<file path="config.mk">
export PLATFORM = sky130hd
export DESIGN_NAME = midi_track_event_parser
export DESIGN_NICKNAME = d
export VERILOG_FILES = /design/src/rtl/mtep_pkg.sv /design/src/rtl/mtep_in_stage.sv /design/src/rtl/mtep_core.sv /design/src/rtl/mtep_out_stage.sv /design/src/rtl/midi_track_event_parser.sv
export SDC_FILE = /design/constraint.sdc
export NUM_CORES = 1
export LEC_CHECK = 0
export BUFFER_PORTS_ARGS = -buffer_cell sky130_fd_sc_hd__buf_2
export CELL_PAD_IN_SITES_DETAIL_PLACEMENT = 1
export CELL_PAD_IN_SITES_GLOBAL_PLACEMENT = 1
export CORE_MARGIN = 3
export CORE_UTILIZATION = 42
export CTS_BUF_LIST = sky130_fd_sc_hd__clkbuf_16
export CTS_CLUSTER_DIAMETER = 200
export CTS_CLUSTER_SIZE = 10
export DETAILED_ROUTE_END_ITERATION = 12
export GPL_ROUTABILITY_DRIVEN = 0
export PLACE_DENSITY = 0.87
export SETUP_SLACK_MARGIN = 0.3
export SLEW_MARGIN = 20
export SYNTH_ARGS = -nofsm -noshare
export SYNTH_HDL_FRONTEND = slang
export SYNTH_HIERARCHICAL = 1
export SYNTH_SLANG_ARGS = --single-unit
export TNS_END_PERCENT = 10
</file>
<file path="constraint.sdc">
create_clock -name clk -period 6.65 [get_ports clk]
set_clock_uncertainty 0.15 [all_clocks]
set_input_delay 0.3325 -clock clk [delete_from_list [all_inputs] [get_ports clk]]
set_output_delay 0.3325 -clock clk [all_outputs]
set_load 0.005 [all_outputs]
</file>
<file path="src/rtl/mtep_pkg.sv">
// Shared types, codes and widths of the MIDI track event parser.
`default_nettype none

package mtep_pkg;

  // Longest variable-length quantity, in bytes
  localparam int VLQ_MAX_BYTES = 4;
  localparam int ACC_W = 7 * VLQ_MAX_BYTES;
  localparam int CNT_W = $clog2(VLQ_MAX_BYTES + 1);
  localparam int TICK_W = 32;
  localparam int SUM_W = (ACC_W > TICK_W) ? ACC_W : TICK_W;

  localparam int TDATA_W = 104;

  // Status bytes and meta types
  localparam logic [7:0] STATUS_META = 8'hFF;
  localparam logic [7:0] STATUS_SYSEX = 8'hF0;
  localparam logic [7:0] STATUS_SYSEX_ESC = 8'hF7;
  localparam logic [7:0] META_TEMPO = 8'h51;
  localparam logic [7:0] META_PORT = 8'h21;

  // Upper status nibbles
  localparam logic [3:0] MSG_PROGRAM = 4'hC;
  localparam logic [3:0] MSG_PRESSURE = 4'hD;
  localparam logic [3:0] MSG_BEND = 4'hE;
  localparam logic [3:0] MSG_SYSTEM = 4'hF;

  typedef enum logic [8:0] {
    PH_DELTA      = 9'b000000001,
    PH_STATUS     = 9'b000000010,
    PH_META_TYPE  = 9'b000000100,
    PH_META_LEN   = 9'b000001000,
    PH_META_DATA  = 9'b000010000,
    PH_SYSEX_LEN  = 9'b000100000,
    PH_SYSEX_DATA = 9'b001000000,
    PH_PARAM1     = 9'b010000000,
    PH_PARAM2     = 9'b100000000
  } phase_t;

  typedef enum logic [1:0] {
    KIND_CHANNEL = 2'd0,
    KIND_TEMPO   = 2'd1,
    KIND_ERROR   = 2'd2
  } kind_t;

  typedef enum logic [1:0] {
    ERR_BAD_VLQ    = 2'd0,
    ERR_NO_RUNNING = 2'd1,
    ERR_TRUNCATED  = 2'd2
  } err_t;

  typedef struct packed {
    logic       track_start;
    logic       track_end;
    logic [7:0] data_byte;
  } item_t;

  typedef struct packed {
    kind_t               kind;
    logic [TICK_W-1:0]   tick;
    logic [3:0]          msg_type;
    logic [11:0]         channel;
    logic [6:0]          key;
    logic [6:0]          velocity;
    logic [13:0]         bend_value;
    logic [23:0]         tempo;
    err_t                error_code;
  } result_t;

endpackage

`default_nettype wire

</file>
<file path="src/rtl/mtep_in_stage.sv">
// Input register that holds one track byte until the parser takes it.
`default_nettype none

module mtep_in_stage (
  input  wire logic            clk,
  input  wire logic            rst,
  input  wire logic            s_tvalid,
  output logic                 s_tready,
  input  wire mtep_pkg::item_t s_item,
  input  wire logic            advance,
  output logic                 valid,
  output mtep_pkg::item_t      item
);
  import mtep_pkg::*;

  // Take a new item when empty or when the held one moves on
  assign s_tready = !valid || advance;

  always_ff @(posedge clk) begin
    if (rst) begin
      valid <= 1'b0;
    end else if (s_tready) begin
      valid <= s_tvalid;
    end
  end

  always_ff @(posedge clk) begin
    if (s_tvalid && s_tready) begin
      item <= s_item;
    end
  end

endmodule

`default_nettype wire

</file>
<file path="src/rtl/mtep_core.sv">
// Parser state and the per-byte decode of delta times, statuses and events.
`default_nettype none

module mtep_core (
  input  wire logic            clk,
  input  wire logic            rst,
  input  wire logic            take,
  input  wire mtep_pkg::item_t item,
  output logic                 res_valid,
  output mtep_pkg::result_t    res
);
  import mtep_pkg::*;

  phase_t             phase, phase_cur, phase_next;
  logic [ACC_W-1:0]   vlq_accum, vlq_accum_cur, vlq_accum_next;
  logic [CNT_W-1:0]   vlq_count, vlq_count_cur, vlq_count_next;
  logic [TICK_W-1:0]  tick_count, tick_count_cur, tick_count_next;
  logic [7:0]         running_status, running_status_cur, running_status_next;
  logic [7:0]         current_status, current_status_cur, current_status_next;
  logic [7:0]         port_number, port_number_cur, port_number_next;
  logic [7:0]         meta_kind, meta_kind_cur, meta_kind_next;
  logic [ACC_W-1:0]   bytes_left, bytes_left_cur, bytes_left_next;
  logic [6:0]         first_param, first_param_cur, first_param_next;
  logic [23:0]        tempo_accum, tempo_accum_cur, tempo_accum_next;
  logic               halted, halted_cur, halted_next;

  logic [7:0]         b;
  logic [ACC_W-1:0]   acc_shift;
  logic [CNT_W-1:0]   cnt_inc;
  logic               vlq_long;
  logic [SUM_W-1:0]   tick_sum;
  logic [ACC_W-1:0]   left_dec;
  logic               take_p1;
  logic [3:0]         p1_type;
  logic               emit_ch;
  logic [6:0]         ch_p1;
  logic [6:0]         ch_p2;
  logic               emit_tempo;
  logic               emit_err;
  err_t               err_code;

  // Track start clears the parser before its byte is decoded
  always_comb begin
    if (item.track_start) begin
      phase_cur          = PH_DELTA;
      vlq_accum_cur      = '0;
      vlq_count_cur      = '0;
      tick_count_cur     = '0;
      running_status_cur = '0;
      current_status_cur = '0;
      port_number_cur    = '0;
      meta_kind_cur      = '0;
      bytes_left_cur     = '0;
      first_param_cur    = '0;
      tempo_accum_cur    = '0;
      halted_cur         = 1'b0;
    end else begin
      phase_cur          = phase;
      vlq_accum_cur      = vlq_accum;
      vlq_count_cur      = vlq_count;
      tick_count_cur     = tick_count;
      running_status_cur = running_status;
      current_status_cur = current_status;
      port_number_cur    = port_number;
      meta_kind_cur      = meta_kind;
      bytes_left_cur     = bytes_left;
      first_param_cur    = first_param;
      tempo_accum_cur    = tempo_accum;
      halted_cur         = halted;
    end
  end

  // Shared VLQ step and counters
  assign b         = item.data_byte;
  assign acc_shift = ACC_W'({vlq_accum_cur, b[6:0]});
  assign cnt_inc   = vlq_count_cur + CNT_W'(1);
  assign vlq_long  = b[7] && (cnt_inc >= CNT_W'(VLQ_MAX_BYTES));
  assign tick_sum  = SUM_W'(tick_count_cur) + SUM_W'(acc_shift);
  assign left_dec  = bytes_left_cur - ACC_W'(1);

  // Decode one byte
  always_comb begin
    phase_next          = phase_cur;
    vlq_accum_next      = vlq_accum_cur;
    vlq_count_next      = vlq_count_cur;
    tick_count_next     = tick_count_cur;
    running_status_next = running_status_cur;
    current_status_next = current_status_cur;
    port_number_next    = port_number_cur;
    meta_kind_next      = meta_kind_cur;
    bytes_left_next     = bytes_left_cur;
    first_param_next    = first_param_cur;
    tempo_accum_next    = tempo_accum_cur;
    halted_next         = halted_cur;
    take_p1             = 1'b0;
    emit_ch             = 1'b0;
    ch_p1               = '0;
    ch_p2               = '0;
    emit_tempo          = 1'b0;
    emit_err            = 1'b0;
    err_code            = ERR_BAD_VLQ;
    p1_type             = '0;
    res_valid           = 1'b0;
    res                 = '0;

    if (!halted_cur) begin
      unique case (phase_cur)
        PH_DELTA: begin
          if (vlq_long) begin
            emit_err = 1'b1;
            err_code = ERR_BAD_VLQ;
          end else if (b[7]) begin
            vlq_accum_next = acc_shift;
            vlq_count_next = cnt_inc;
          end else begin
            tick_count_next = tick_sum[TICK_W-1:0];
            vlq_accum_next  = '0;
            vlq_count_next  = '0;
            phase_next      = PH_STATUS;
          end
        end
        PH_STATUS: begin
          if (!b[7]) begin
            if (!running_status_cur[7]) begin
              emit_err = 1'b1;
              err_code = ERR_NO_RUNNING;
            end else begin
              current_status_next = running_status_cur;
              take_p1 = 1'b1;
            end
          end else begin
            current_status_next = b;
            if (b == STATUS_META) begin
              running_status_next = '0;
              phase_next = PH_META_TYPE;
            end else if (b == STATUS_SYSEX || b == STATUS_SYSEX_ESC) begin
              running_status_next = '0;
              vlq_accum_next = '0;
              vlq_count_next = '0;
              phase_next = PH_SYSEX_LEN;
            end else if (b[7:4] == MSG_SYSTEM) begin
              running_status_next = '0;
              phase_next = PH_PARAM1;
            end else begin
              running_status_next = b;
              phase_next = PH_PARAM1;
            end
          end
        end
        PH_META_TYPE: begin
          meta_kind_next = b;
          vlq_accum_next = '0;
          vlq_count_next = '0;
          phase_next     = PH_META_LEN;
        end
        PH_META_LEN, PH_SYSEX_LEN: begin
          if (vlq_long) begin
            emit_err = 1'b1;
            err_code = ERR_BAD_VLQ;
          end else if (b[7]) begin
            vlq_accum_next = acc_shift;
            vlq_count_next = cnt_inc;
          end else begin
            bytes_left_next  = acc_shift;
            vlq_accum_next   = '0;
            vlq_count_next   = '0;
            tempo_accum_next = '0;
            if (phase_cur == PH_META_LEN) begin
              // Keep only tempo and port metas whose length fits
              if ((meta_kind_cur == META_TEMPO && acc_shift != ACC_W'(3)) ||
                  (meta_kind_cur == META_PORT && acc_shift != ACC_W'(1))) begin
                meta_kind_next = '0;
              end
              phase_next = PH_META_DATA;
            end else begin
              phase_next = PH_SYSEX_DATA;
            end
            if (acc_shift == '0) begin
              phase_next = PH_DELTA;
            end
          end
        end
        PH_META_DATA: begin
          tempo_accum_next = {tempo_accum_cur[15:0], b};
          if (meta_kind_cur == META_PORT) begin
            port_number_next = b;
          end
          bytes_left_next = left_dec;
          if (left_dec == '0) begin
            phase_next = PH_DELTA;
            emit_tempo = (meta_kind_cur == META_TEMPO);
          end
        end
        PH_SYSEX_DATA: begin
          bytes_left_next = left_dec;
          if (left_dec == '0) begin
            phase_next = PH_DELTA;
          end
        end
        PH_PARAM1: begin
          take_p1 = 1'b1;
        end
        PH_PARAM2: begin
          emit_ch = 1'b1;
          ch_p1   = first_param_cur;
          ch_p2   = b[6:0];
        end
        default: begin
          phase_next = PH_DELTA;
        end
      endcase

      // First data byte: one-byte messages emit, two-byte ones wait, system ones end
      if (take_p1) begin
        p1_type = current_status_next[7:4];
        if (p1_type == MSG_PROGRAM || p1_type == MSG_PRESSURE) begin
          emit_ch = 1'b1;
          ch_p1   = b[6:0];
        end else if (p1_type[3] && p1_type != MSG_SYSTEM) begin
          first_param_next = b[6:0];
          phase_next = PH_PARAM2;
        end else begin
          phase_next = PH_DELTA;
        end
      end

      if (emit_ch) begin
        phase_next = PH_DELTA;
      end
      if (emit_err) begin
        halted_next = 1'b1;
      end

      // Track end inside an unfinished event is a truncation
      if (item.track_end && !halted_next) begin
        if (phase_next != PH_DELTA || vlq_count_next != '0) begin
          emit_err = 1'b1;
          err_code = ERR_TRUNCATED;
        end
        halted_next = 1'b1;
      end

      // Build the result
      res.tick = tick_count_next;
      if (emit_err) begin
        res_valid      = 1'b1;
        res.kind       = KIND_ERROR;
        res.error_code = err_code;
      end else if (emit_tempo) begin
        res_valid = 1'b1;
        res.kind  = KIND_TEMPO;
        res.tempo = tempo_accum_next;
      end else if (emit_ch) begin
        res_valid    = 1'b1;
        res.kind     = KIND_CHANNEL;
        res.msg_type = current_status_next[7:4];
        res.channel  = {port_number_cur, current_status_next[3:0]};
        res.key      = ch_p1;
        if (current_status_next[7:4] == MSG_BEND) begin
          res.bend_value = {ch_p2, ch_p1};
        end else if (current_status_next[7:4] != MSG_PROGRAM &&
                     current_status_next[7:4] != MSG_PRESSURE) begin
          res.velocity = ch_p2;
        end
      end
    end
  end

  // Commit the state for each taken item
  always_ff @(posedge clk) begin
    if (rst) begin
      phase          <= PH_DELTA;
      vlq_accum      <= '0;
      vlq_count      <= '0;
      tick_count     <= '0;
      running_status <= '0;
      current_status <= '0;
      port_number    <= '0;
      meta_kind      <= '0;
      bytes_left     <= '0;
      first_param    <= '0;
      tempo_accum    <= '0;
      halted         <= 1'b0;
    end else if (take) begin
      phase          <= phase_next;
      vlq_accum      <= vlq_accum_next;
      vlq_count      <= vlq_count_next;
      tick_count     <= tick_count_next;
      running_status <= running_status_next;
      current_status <= current_status_next;
      port_number    <= port_number_next;
      meta_kind      <= meta_kind_next;
      bytes_left     <= bytes_left_next;
      first_param    <= first_param_next;
      tempo_accum    <= tempo_accum_next;
      halted         <= halted_next;
    end
  end

  // An error stops the track until the next start
  assert property (@(posedge clk) disable iff (rst)
    take && res_valid && res.kind == KIND_ERROR |=> halted)
    else $error("error item did not halt the parser");

  // A halted track gives nothing until restarted
  assert property (@(posedge clk) disable iff (rst)
    halted && !item.track_start |-> !res_valid)
    else $error("result from a halted track");

  // Channel events carry a channel message type
  assert property (@(posedge clk) disable iff (rst)
    res_valid && res.kind == KIND_CHANNEL |-> res.msg_type[3] && res.msg_type != MSG_SYSTEM)
    else $error("channel event with a non-channel status");

  // Ticks only move forward at a delta time byte
  assert property (@(posedge clk) disable iff (rst)
    take && phase_cur != PH_DELTA |=> tick_count == $past(tick_count_cur))
    else $error("tick changed outside a delta time");

endmodule

`default_nettype wire

</file>
<file path="src/rtl/mtep_out_stage.sv">
// Result register that holds one event until the consumer takes it.
`default_nettype none

module mtep_out_stage (
  input  wire logic              clk,
  input  wire logic              rst,
  input  wire logic              load,
  input  wire logic              res_valid,
  input  wire mtep_pkg::result_t res,
  output logic                   free,
  output logic                   m_tvalid,
  input  wire logic              m_tready,
  output mtep_pkg::result_t      m_res
);
  import mtep_pkg::*;

  // Room for a new result when empty or being drained
  assign free = !m_tvalid || m_tready;

  always_ff @(posedge clk) begin
    if (rst) begin
      m_tvalid <= 1'b0;
    end else if (free) begin
      m_tvalid <= load && res_valid;
    end
  end

  always_ff @(posedge clk) begin
    if (load && res_valid) begin
      m_res <= res;
    end
  end

endmodule

`default_nettype wire

</file>
<file path="src/rtl/midi_track_event_parser.sv">
// Top level of the MIDI track event parser: input register, decoder, result register.
//
//  channel  dir  tdata                     tuser          tlast
//  s_       in   data_byte[7:0]            track_start    track_end
//  m_       out  event fields (see port)   kind[1:0]      -
//
// One byte per cycle when the result side is ready; a taken byte is held in the input
// register, decoded there, and its event is registered in the result register.
// Decoding is a single combinational step between the two registers.
// Reset (rst, synchronous) empties both registers and clears the parser state.
// A stalled result holds the decoder; the input register then fills and drops s_tready.
`default_nettype none

module midi_track_event_parser (
  input  wire logic                           clk,
  input  wire logic                           rst,
  input  wire logic                           s_tvalid,
  output logic                                s_tready,
  // s_tdata: data_byte[7:0]
  input  wire logic [7:0]                     s_tdata,
  // s_tuser: track_start
  input  wire logic                           s_tuser,
  input  wire logic                           s_tlast,
  output logic                                m_tvalid,
  input  wire logic                           m_tready,
  // m_tdata: tick[31:0], msg_type[35:32], channel[47:36], key[54:48],
  //          velocity[61:55], bend_value[75:62], tempo[99:76],
  //          error_code[101:100], zero pad[103:102]
  output logic [mtep_pkg::TDATA_W-1:0]        m_tdata,
  // m_tuser: kind[1:0]
  output logic [1:0]                          m_tuser
);
  import mtep_pkg::*;

  item_t   s_item;
  item_t   item;
  logic    item_valid;
  logic    advance;
  logic    out_free;
  logic    res_valid;
  result_t res;
  result_t m_res;

  assign s_item.data_byte   = s_tdata;
  assign s_item.track_start = s_tuser;
  assign s_item.track_end   = s_tlast;

  // Decode the held byte when the result register has room
  assign advance = item_valid && out_free;

  mtep_in_stage u_in (
    .clk      (clk),
    .rst      (rst),
    .s_tvalid (s_tvalid),
    .s_tready (s_tready),
    .s_item   (s_item),
    .advance  (advance),
    .valid    (item_valid),
    .item     (item)
  );

  mtep_core u_core (
    .clk       (clk),
    .rst       (rst),
    .take      (advance),
    .item      (item),
    .res_valid (res_valid),
    .res       (res)
  );

  mtep_out_stage u_out (
    .clk       (clk),
    .rst       (rst),
    .load      (advance),
    .res_valid (res_valid),
    .res       (res),
    .free      (out_free),
    .m_tvalid  (m_tvalid),
    .m_tready  (m_tready),
    .m_res     (m_res)
  );

  // Pack the result fields, highest first
  assign m_tdata = {2'b00, m_res.error_code, m_res.tempo, m_res.bend_value,
                    m_res.velocity, m_res.key, m_res.channel, m_res.msg_type,
                    m_res.tick};
  assign m_tuser = m_res.kind;

endmodule

`default_nettype wire
</file>
==> results of run 1 <==
## cells in the mapped netlist, drive strengths merged (4+ instances only)
cell / number / area, µm²
nor2: 245 / 920
dfxtp: 159 / 3180
nand2: 118 / 443
a21oi: 117 / 593
edfxtp: 114 / 3420
clkbuf: 111 / 417
a22oi: 104 / 781
o21ai: 83 / 415
nor2b: 66 / 413
nor3: 56 / 292
nor4: 54 / 393
a32oi: 41 / 359
inv: 32 / 120
ha: 31 / 388
xnor2: 25 / 219
mux2i: 24 / 240
buf: 20 / 103
nand3: 19 / 95.1
nand4: 15 / 93.8
or3: 15 / 93.8
a211oi: 13 / 97.6
a31oi: 13 / 81.3
a21o: 12 / 90.1
nand2b: 12 / 90.1
o21bai: 12 / 101
and2: 10 / 65.1
o22ai: 9 / 56.3
or4: 9 / 78.8
a2111oi: 7 / 61.3
and3: 7 / 43.8
o2111ai: 7 / 67.6
o211ai: 7 / 52.6
or2: 7 / 43.8
xor2: 7 / 61.3
nand3b: 6 / 45.0
o21a: 6 / 45.0
o31ai: 6 / 45.0
a22o: 4 / 35.0
and4: 4 / 35.0
o41ai: 4 / 35.0
## power breakdown
group          switching (mW)  total, mW  internal, mW
clock network           0.673       1.50         0.830
registers              0.0277       1.81          1.79
logic                   0.249      0.345        0.0963
## metrics by stage
stage          hold slack (ns)  area [µm²]  worst slack, ns
6_report                0.0965       16700             1.09
5_1_grt                  0.104       16700            0.746
4_1_cts                 0.0719       16700             1.22
3_5_place_dp             0.298       15700             1.26
3_3_place_gp             0.282       15700             1.56
2_1_floorplan            0.245       14700            0.302
## layer usage
metal,wire (µm),vias to the layer above
met5,0,-
met4,1790,0
met3,3700,127
met2,24300,630
met1,20700,6967
li1,-,6320
## flip-flops by register name, indices dropped and copies added (netlist names)
signal,cells
u_out/m_tvalid,1
u_core/running_status,8
u_core/tick_count,32
u_out/m_res,104
u_core/port_number,8
u_core/tempo_accum,24
u_core/halted,1
u_core/phase,9
u_core/current_status,8
u_core/vlq_count,3
u_core/first_param,7
u_core/vlq_accum,21
u_core/meta_kind,8
u_in/item,10
u_core/bytes_left,28
u_in/valid,1
## worst max path at each step
stage / from / end / slack, ns / depth (start not counted)
global route: u_in/item[9] / u_out/m_res[95] / 0.75 / 13
global placement: u_in/item[9] / u_out/m_res[98] / 1.56 / 13
finish: u_in/item[9] / u_out/m_res[24] / 1.09 / 13
detailed placement: u_in/item[9] / u_out/m_res[19] / 1.26 / 13
floorplan: u_in/item[9] / u_out/m_res[0] / 0.30 / 19
CTS: u_in/item[9] / u_out/m_res[95] / 1.22 / 13
## kinds of logic (layout without fill, tap and decap cells)
family          count (synthesis)  count (layout)  share of synthesized area [%]
fa+ha+maj                      32              32                           2.77
buf+inv                       163             255                           4.35
xor+xnor                       32              32                           1.91
flops                         273             273                           44.9
compound gates                479             479                           22.0
mux                            27              27                           1.86
simple gates                  656             656                           22.2
other cells                     1               2                         0.0255
## layout make-up
type / instances / area (µm²) / area share (%)
clock buffers: 31 / 776 / 4.65
repair buffers: 169 / 1040 / 6.24
inverters: 32 / 124 / 0.742
flip-flops and latches: 273 / 6610 / 39.6
multi-input cells: 1228 / 7490 / 44.9
clock inverters: 23 / 91.3 / 0.547
well taps: 448 / 561 / 3.36
## layout by cell type, fill, tap and decap left out, types with 19 or more instances in the layout
master and instances:
clkbuf_16 31, nor2_1 242, a22oi_1 104, o21ai_0 73
dfxtp_1 159, nand2_1 117, inv_1 53, buf_4 36
xnor2_1 25, buf_2 118, a21oi_1 115, nand3_1 19
ha_1 31, nor2b_1 66, a32oi_1 41, nor3_1 55
nor4_1 46, edfxtp_1 114, mux2i_1 24
## timing repair
| action | CTS | global route |
|---|---|---|
| hold endpoints to repair | 12 | 0 |
| hold buffers | 12 | 0 |
| setup endpoints to repair | 0 | 0 |
| resized for setup | 0 | 0 |
## critical path, stage by stage (launching register included)
cell and delay, ns:
edfxtp_1 0.43, buf_12 0.26, o21bai_1 0.22, a22oi_1 0.28
or3_1 0.75, a21boi_0 0.37, o311ai_0 0.36, o221ai_1 0.32
nor4_4 0.51, o21bai_4 0.27, o41a_1 0.44, nand2_1 0.16
clkinvlp_4 0.37, buf_12 0.32
==> metrics.md, run 1 <==
| Metric | Value |
|---|---|
| Worst-path maximum fanout | `88` |
| Synthesis-stage register bit count | `273` |
| Slew Limit Fails | `0` |
| Num ports | `122` |
| R2r setup slk | `1.09 ns` |
| DRC | `0` |
| Outcome | `completed` |
| Worst Max-Slew Pin Slew | `1.11 ns` |
| HP Class | `in -> reg` |
| Mapped Avg Cell Area | `8.84 µm²` |
| Worst r2r path cells | `13` |
| Hpwl dp | `33400 µm` |
| Via count | `14000` |
| Setup crit start kind | `register` |
| R2R Path End | `u_out/m_res[24]` |
| Met1 Usage GRT | `33.3%` |
| Final WL | `50500 µm` |
| GR Util met3 | `4.07%` |
| Count of different cell masters after synthesis | `83` |
| Number of buffers created by CTS | `31` |
| Yosys warnings | `6` |
| Sequential share of the synthesized area | `44.9%` |
| Grt ovf | `0` |
| Fmax | `180 MHz` |
| H-tree level count | `1` |
| Clk_lat worst skew | `0.57 ns` |
| Die width | `193 µm` |
| Die Height | `193 µm` |
| Final net count | `1781` |
| Antenna diode count | `0` |
| Max IR drop VDD | `0.216 mV` |
| Detailed Routing Iterations Pass 1 | `5` |
| Time the worst path needs with I/O delays and setup | `5.56 ns` |
| Clk Tree Root Cell | `clkbuf_16` |
| Fin util | `49.0%` |
| Number of cells after detailed placement | `2138` |
| Filler cell count | `3985` |
| Final period util | `83.6%` |
| Via/cell ratio | `6.37` |
| Finished Layout Cells | `2204` |
| Busiest metal layer after global routing | `met2` |
| Worst Path Arrival | `5.70 ns` |
| Detail Route Antenna Nets | `0` |
| GR Util met2 | `45.3%` |
| Hold wc startpoint | `rst` |
| Critical Path Sink Type | `register` |
| Number of global-route vias before repair | `14200` |
| Max-cap violation count | `0` |
| Drt initial violations | `1189` |
| Clk sinks | `273` |
| Layout cells sized above 1 | `13.1%` |
| Core Footprint | `34000 µm²` |
| Post-CTS Setup Bufs | `0` |
| CTS tree | `yes` |
| Area grow syn2layout | `13.5%` |
| Post-synth EDFFs | `114` |
| Rel. slew slack | `25.8%` |
| Main synth FF type | `dfxtp_1` |
| Final Power | `3.66 mW` |
| Critical path class | `reg -> reg` |
| Total Routing Usage GR | `26.3%` |
| Hold EP | `u_core/running_status[2]` |
| First-pass GRT wire length | `78600 µm` |
| Final Setup Violations | `0` |
| Power density over the cells | `219 nW/µm²` |
| Unrepaired setup endpoints after global routing | `no` |
| Worst R2R Start | `u_in/item[9]` |
| WHS Path Cells | `2` |
| Pin count of the biggest net entering global routing | `89` |
| Cell count after synthesis | `1663` |
| Final Hold Vio Count | `0` |
| Port bufs | `119` |
| Total negative slack | `0 ns` |
| Site Rows | `67` |
| Die ar. | `37300 µm²` |
| Clk slew on worst S/H paths | `0.06 ns` |
| Initial Utilization | `43.2%` |
| Routed wire per std cell | `22.9 µm` |
| Worst-case clock buffer depth | `3` |
| Leakage | `5.99 nW` |
| Synthesized area | `14700 µm²` |
| Share of flip-flops with an asynchronous set or reset | `0%` |
| Initial antenna violation count | `0` |
| CP Data Required Time | `6.78 ns` |
No activity file was read; power rests on OpenSTA's default activity.
==> inputs of run 2 (changes only) <==
- clock period: 6.65 -> 4.9 ns (I/O delays scaled with it)
==> run 2 against run 1 <==
Sequential share of layout area fell by 0.48 points. Count of clock-buffer cells in the layout did not move. Clock power rose by 35%. Flip-flop and latch count did not move. Hold slack got worse by 0.091 ns. Critical path type unchanged. Largest power group unchanged.
==> metrics.md, run 2 (synthesis gave the netlist of run 1 again) <==
| Metric | Value |
|---|---|
| Outcome | `completed` |
| Total Routing Usage GR | `26.4%` |
| Crit path cell chain | `buf_4 > buf_12 > nor2b_1 > ha_1 > a21oi_1 > nor2_1 > a2111oi_0 > a21oi_1 > a311oi_1 > o21bai_1 > mux2i_1 > a211oi_1 > nor2_1` |
| Die ar. | `37300 µm²` |
| CP Data Required Time | `5.06 ns` |
| Number of buffers created by CTS | `31` |
| Num ports | `122` |
| Filler cell count | `3984` |
| Final period util | `90.0%` |
| Leakage | `6.09 nW` |
| Detail Route Antenna Nets | `0` |
| Clk_lat worst skew | `0.57 ns` |
| Final WL | `51500 µm` |
| Worst slack, placed | `0.357 ns` |
| Die Height | `193 µm` |
| Pin count of the biggest net entering global routing | `70` |
| Clk sinks | `273` |
| Via/cell ratio | `6.37` |
| First-pass GRT wire length | `78500 µm` |
| Slew Limit Fails | `0` |
| Most frequent cells in the layout | `nor2_1 (242), dfxtp_1 (159), buf_2 (119)` |
| Layout cells sized above 1 | `14.8%` |
| CTS tree | `yes` |
| Worst r2r path cells | `13` |
| Critical-path top delay cell | `a2111oi_0` |
| Via count | `14100` |
| Max-cap violation count | `0` |
| WHS Path Cells | `2` |
| Worst R2R Start | `u_in/item[9]` |
| Hold wc startpoint | `rst` |
| Critical path class | `reg -> reg` |
| Rel. slew slack | `27.2%` |
| Site Rows | `67` |
| Most common cell after layout, fill and taps aside | `nor2_1` |
| Grt ovf | `0` |
| Largest Register | `u_out/m_res` |
| Time the worst path needs with I/O delays and setup | `4.41 ns` |
| Hpwl dp | `34400 µm` |
| Dpl cell area | `15800 µm²` |
| Setup ws final | `0.489 ns` |
| Die width | `193 µm` |
| Core Footprint | `34000 µm²` |
| Fmax | `227 MHz` |
| Power density over the cells | `295 nW/µm²` |
| R2r setup slk | `0.49 ns` |
| Worst Max-Slew Pin Slew | `1.09 ns` |
| DRC | `0` |
| CP max stage delay | `0.73 ns` |
| Port bufs | `119` |
| Worst Path Arrival | `4.57 ns` |
| Hold EP | `u_core/phase[1]` |
| Area grow syn2layout | `14.9%` |
| Critical Path Sink Type | `register` |
| H-tree level count | `1` |
| Max IR drop VDD | `0.253 mV` |
| Routed wire per std cell | `23.2 µm` |
| Detailed Routing Iterations Pass 1 | `5` |
| Total negative slack | `0 ns` |
| Number of global-route vias before repair | `14100` |
| R2R Path End | `u_out/m_res[90]` |
| Setup crit start kind | `register` |
| Clk slew on worst S/H paths | `0.06 ns` |
| Worst-path maximum fanout | `69` |
| Final net count | `1801` |
| Drt initial violations | `1180` |
| Top Registers | `u_out/m_res: 104 flops, u_core/tick_count: 32 flops, u_core/bytes_left: 28 flops` |
| Post-route cell area | `16900 µm²` |
| Fin util | `49.6%` |
| HP Class | `in -> reg` |
| Largest register FFs | `104` |
| Antenna diode count | `0` |
| Unrepaired setup endpoints after global routing | `yes` |
| Final Hold Vio Count | `0` |
| Final Setup Violations | `0` |
| Final Power | `4.98 mW` |
| Initial Utilization | `43.2%` |
| Clk Tree Root Cell | `clkbuf_16` |
| Worst-case clock buffer depth | `3` |
| Initial antenna violation count | `0` |
[run 2: per-stage QoR]
step | std cells | hold WS, ns
floorplan | 1664 | 0.157
global placement | 2152 | 0.276
detailed placement | 2152 | 0.273
CTS | 2216 | 0.00964
global route | 2222 | 0.0288
finish | 2222 | 0.00567
[run 2: timing repair]
action                     4_1_cts  5_1_grt
resized for setup                0        9
hold buffers                    12        0
hold endpoints to repair        12        0
setup buffers                    0        6
setup endpoints to repair        0      114
[run 2: final cells by class]
type	count	area, µm²	area share [%]
repair buffers	189	1190	7.04
clock buffers	31	776	4.59
clock inverters	21	83.8	0.496
flip-flops and latches	273	6610	39.1
multi-input cells	1228	7550	44.7
well taps	448	561	3.32
inverters	32	124	0.733
[run 2: how the worst max path moves through the flow]
stage | startpoint | depth (start not counted) | slack (ns) | end
after floorplan | u_in/item[9] | 19 | -0.70 | u_out/m_res[0]
after global placement | u_core/bytes_left[8] | 11 | 0.45 | u_out/m_res[25]
after detailed placement | u_in/item[9] | 13 | 0.36 | u_out/m_res[101]
after CTS | u_core/bytes_left[5] | 12 | 0.34 | u_out/m_res[25]
after global routing | u_in/item[9] | 13 | 0.23 | u_out/m_res[90]
final | u_in/item[9] | 13 | 0.49 | u_out/m_res[90]
[run 2: metal layers]
layer / part of all wire (%) / vias to the layer above / wire length (µm) / global-route usage [%]
met4: 3.3 / 0 / 1710 / 9.87
li1: - / 6345 / - / -
met2: 49 / 613 / 25100 / 46.2
met3: 6.3 / 129 / 3240 / 3.45
met1: 42 / 7061 / 21400 / 33.4
met5: 0 / - / 0 / 0
[run 2: worst max-delay path, delay by kind of cell, from the launching register on]
| kind | cells | cell delay (ns) |
|---|---|---|
| mux | 1 | 0.15 |
| simple gates | 3 | 0.47 |
| fa+ha+maj | 1 | 0.38 |
| flops | 1 | 0.44 |
| compound gates | 6 | 2.13 |
| buf+inv | 2 | 0.41 |
[run 2: report_power, final]
part | switching, mW | leakage, nW | internal (mW) | total [mW]
combinational | 0.351 | 3.29 | 0.139 | 0.491
sequential | 0.0343 | 2.31 | 2.43 | 2.46
clock | 0.905 | 0.493 | 1.12 | 2.03
total | 1.29 | 6.09 | 3.69 | 4.98
==> inputs of run 3 (changes only) <==
- PLACE_DENSITY: 0.87 -> unset
- PLACE_DENSITY_LB_ADDON: unset -> 0.08
==> run 3 against run 2 <==
Hold slack gained 0.047 ns. Critical endpoint is now u_out/m_res[100]. First-iteration DRC count shrank 12%. Via count shrank 3.6%. Worst setup slack lost 0.053 ns. Cell count is essentially flat. Combinational power shrank 2%. Count of clock-buffer cells in the layout is the same. Clock power is essentially flat. Cell area grew 0.18%. Power grew 0.53%. Core utilization grew 0.088 points. Largest power group unchanged.
==> metrics.md, run 3 (synthesis gave the netlist of run 1 again) <==
| Metric | Value |
|---|---|
| Outcome | `completed` |
| Number of buffers created by CTS | `31` |
| Final WL | `51300 µm` |
| Total negative slack | `0 ns` |
| Final period util | `91.1%` |
| Critical Path Sink Type | `register` |
| Clk pwr share | `41.2%` |
| Antenna diode count | `0` |
| HP Class | `in -> reg` |
| Drt initial violations | `1036` |
| Final Setup Violations | `0` |
| Most frequent cells in the layout | `nor2_1 (241), dfxtp_1 (159), buf_2 (118)` |
| R2R Path End | `u_out/m_res[100]` |
| WHS Path Cells | `2` |
| Worst-path maximum fanout | `53` |
| Slew Limit Fails | `0` |
| Rel. slew slack | `26.7%` |
| Max-cap violation count | `0` |
| CP Data Required Time | `5.04 ns` |
| Largest register FFs | `104` |
| Layout cells sized above 1 | `14.7%` |
| Routed wire per std cell | `23.1 µm` |
| Crit path cell chain | `or4_4 > or3_1 > o41ai_2 > nand3_1 > nor4_1 > nand3_1 > nor4_4 > o21bai_4 > o41a_1 > nand2_2 > clkinvlp_4 > buf_12` |
| Via/cell ratio | `6.13` |
| Hold wc startpoint | `rst` |
| Worst-case clock buffer depth | `3` |
| Area grow syn2layout | `15.1%` |
| Grt ovf | `0` |
| Most frequent CP cell | `nand3_1` |
| Clk_lat worst skew | `0.57 ns` |
| Finished Layout Cells | `2224` |
| Initial antenna violation count | `0` |
| Dpl cell area | `15800 µm²` |
| Critical path class | `reg -> reg` |
| Clk slew on worst S/H paths | `0.06 ns` |
| Die ar. | `37300 µm²` |
| Site Rows | `67` |
| Worst Path Arrival | `4.60 ns` |
| Pin count of the biggest net entering global routing | `96` |
| Worst Max-Slew Pin Slew | `1.10 ns` |
| Clk Tree Root Cell | `clkbuf_16` |
| Number of cells after detailed placement | `2153` |
| CP startpoint | `u_core/bytes_left[8]` |
| Fmax | `224 MHz` |
| Most common cell after layout, fill and taps aside | `nor2_1` |
| Final Power | `5.00 mW` |
| Final net count | `1798` |
| Logic gate share of total power | `9.6%` |
| Detailed Routing Iterations Pass 1 | `5` |
| Reg power frac | `49.2%` |
| Worst R2R Start | `u_core/bytes_left[8]` |
| P_sw | `1.31 mW` |
| Number of global-route vias before repair | `13500` |
| Power density over the cells | `296 nW/µm²` |
| Critical-path top delay cell | `or4_4` |
| Time the worst path needs with I/O delays and setup | `4.46 ns` |
| Via count | `13600` |
| Top Registers | `u_out/m_res: 104 flops, u_core/tick_count: 32 flops, u_core/bytes_left: 28 flops` |
| Total Routing Usage GR | `27.1%` |
| WP buf/inv | `2` |
| Die Height | `193 µm` |
| Core Footprint | `34000 µm²` |
| Hold EP | `u_core/first_param[6]` |
| Num ports | `122` |
| CP max stage delay | `0.62 ns` |
| Int Pwr | `3.69 mW` |
| Die width | `193 µm` |
| Post-route cell area | `16900 µm²` |
| Port bufs | `119` |
| Detail Route Antenna Nets | `0` |
| Worst r2r path cells | `12` |
| DRC | `0` |
| Max IR drop VDD | `0.321 mV` |
| CTS tree | `yes` |
| Worst slack, placed | `0.179 ns` |
| Top cell family by delay on the critical path | `simple AND/OR/NAND/NOR gates` |
| Initial Utilization | `43.2%` |
| Clk sinks | `273` |
| First-pass GRT wire length | `79700 µm` |
| Hpwl dp | `35000 µm` |
| Setup ws final | `0.436 ns` |
| Setup crit start kind | `register` |
| R2r setup slk | `0.44 ns` |
| Largest Register | `u_out/m_res` |
| Final Hold Vio Count | `0` |
| H-tree level count | `1` |
| Unrepaired setup endpoints after global routing | `yes` |
| Switching Share | `26.2%` |
| Leakage | `6.10 nW` |
-- run 3: layer usage --
metal | global-route usage (%) | wire, µm
met4 | 8.62 | 1650
met5 | 0 | 0
met2 | 43.2 | 23200
met3 | 3.58 | 3000
met1 | 38.4 | 23400
-- run 3: per-stage QoR --
stage,hold WS (ns),util [%]
CTS,0.0391,49.4
floorplan,0.157,-
global placement,0.273,46.4
detailed placement,0.276,46.4
global route,0.0780,49.7
finish,0.0532,49.7
-- run 3: worst max-delay path by stage --
stage,to,slack [ns],cells past startpoint
3_3_place_gp,u_out/m_res[91],0.31,11
5_1_grt,u_out/m_res[101],0.23,13
2_1_floorplan,u_out/m_res[0],-0.70,19
6_report,u_out/m_res[100],0.44,12
3_5_place_dp,u_out/m_res[91],0.18,15
4_1_cts,u_out/m_res[23],0.22,12
-- run 3: what timing repair did --
action | in CTS | in global routing
setup buffers | 0 | 1
pin swaps | 0 | 1
hold buffers | 12 | 0
endpoints found under the setup margin | 104 | 143
hold endpoints to repair | 12 | 0
gates resized for setup | 1 | 22
-- run 3: final cells by class --
class / count / area [µm²]
inverters: 32 / 126
clock buffers: 31 / 776
clock inverters: 26 / 108
multi-input cells: 1228 / 7570
flip-flops and latches: 273 / 6610
repair buffers: 186 / 1170
fillers: 3980 / 17100
well taps: 448 / 561
-- run 3: worst reg2reg max path, delay by kind of cell, from the launching register on --
| kind | cells | cell delay (ns) |
|---|---|---|
| AOI/OAI and AO/OA | 3 | 0.86 |
| buffers and inverters | 2 | 0.37 |
| DFF | 1 | 0.39 |
| and+or+nand+nor | 7 | 2.35 |
-- run 3: power groups by stage --
stage / Combinational (mW) / Clock [mW] / Sequential [mW]
finish: 0.483 / 2.06 / 2.46
CTS: 0.475 / 2.12 / 2.46
floorplan: 0.283 / 0 / 2.50
global route: 0.523 / 2.21 / 2.47
detailed placement: 0.465 / 0 / 2.51
global placement: 0.457 / 0 / 2.51
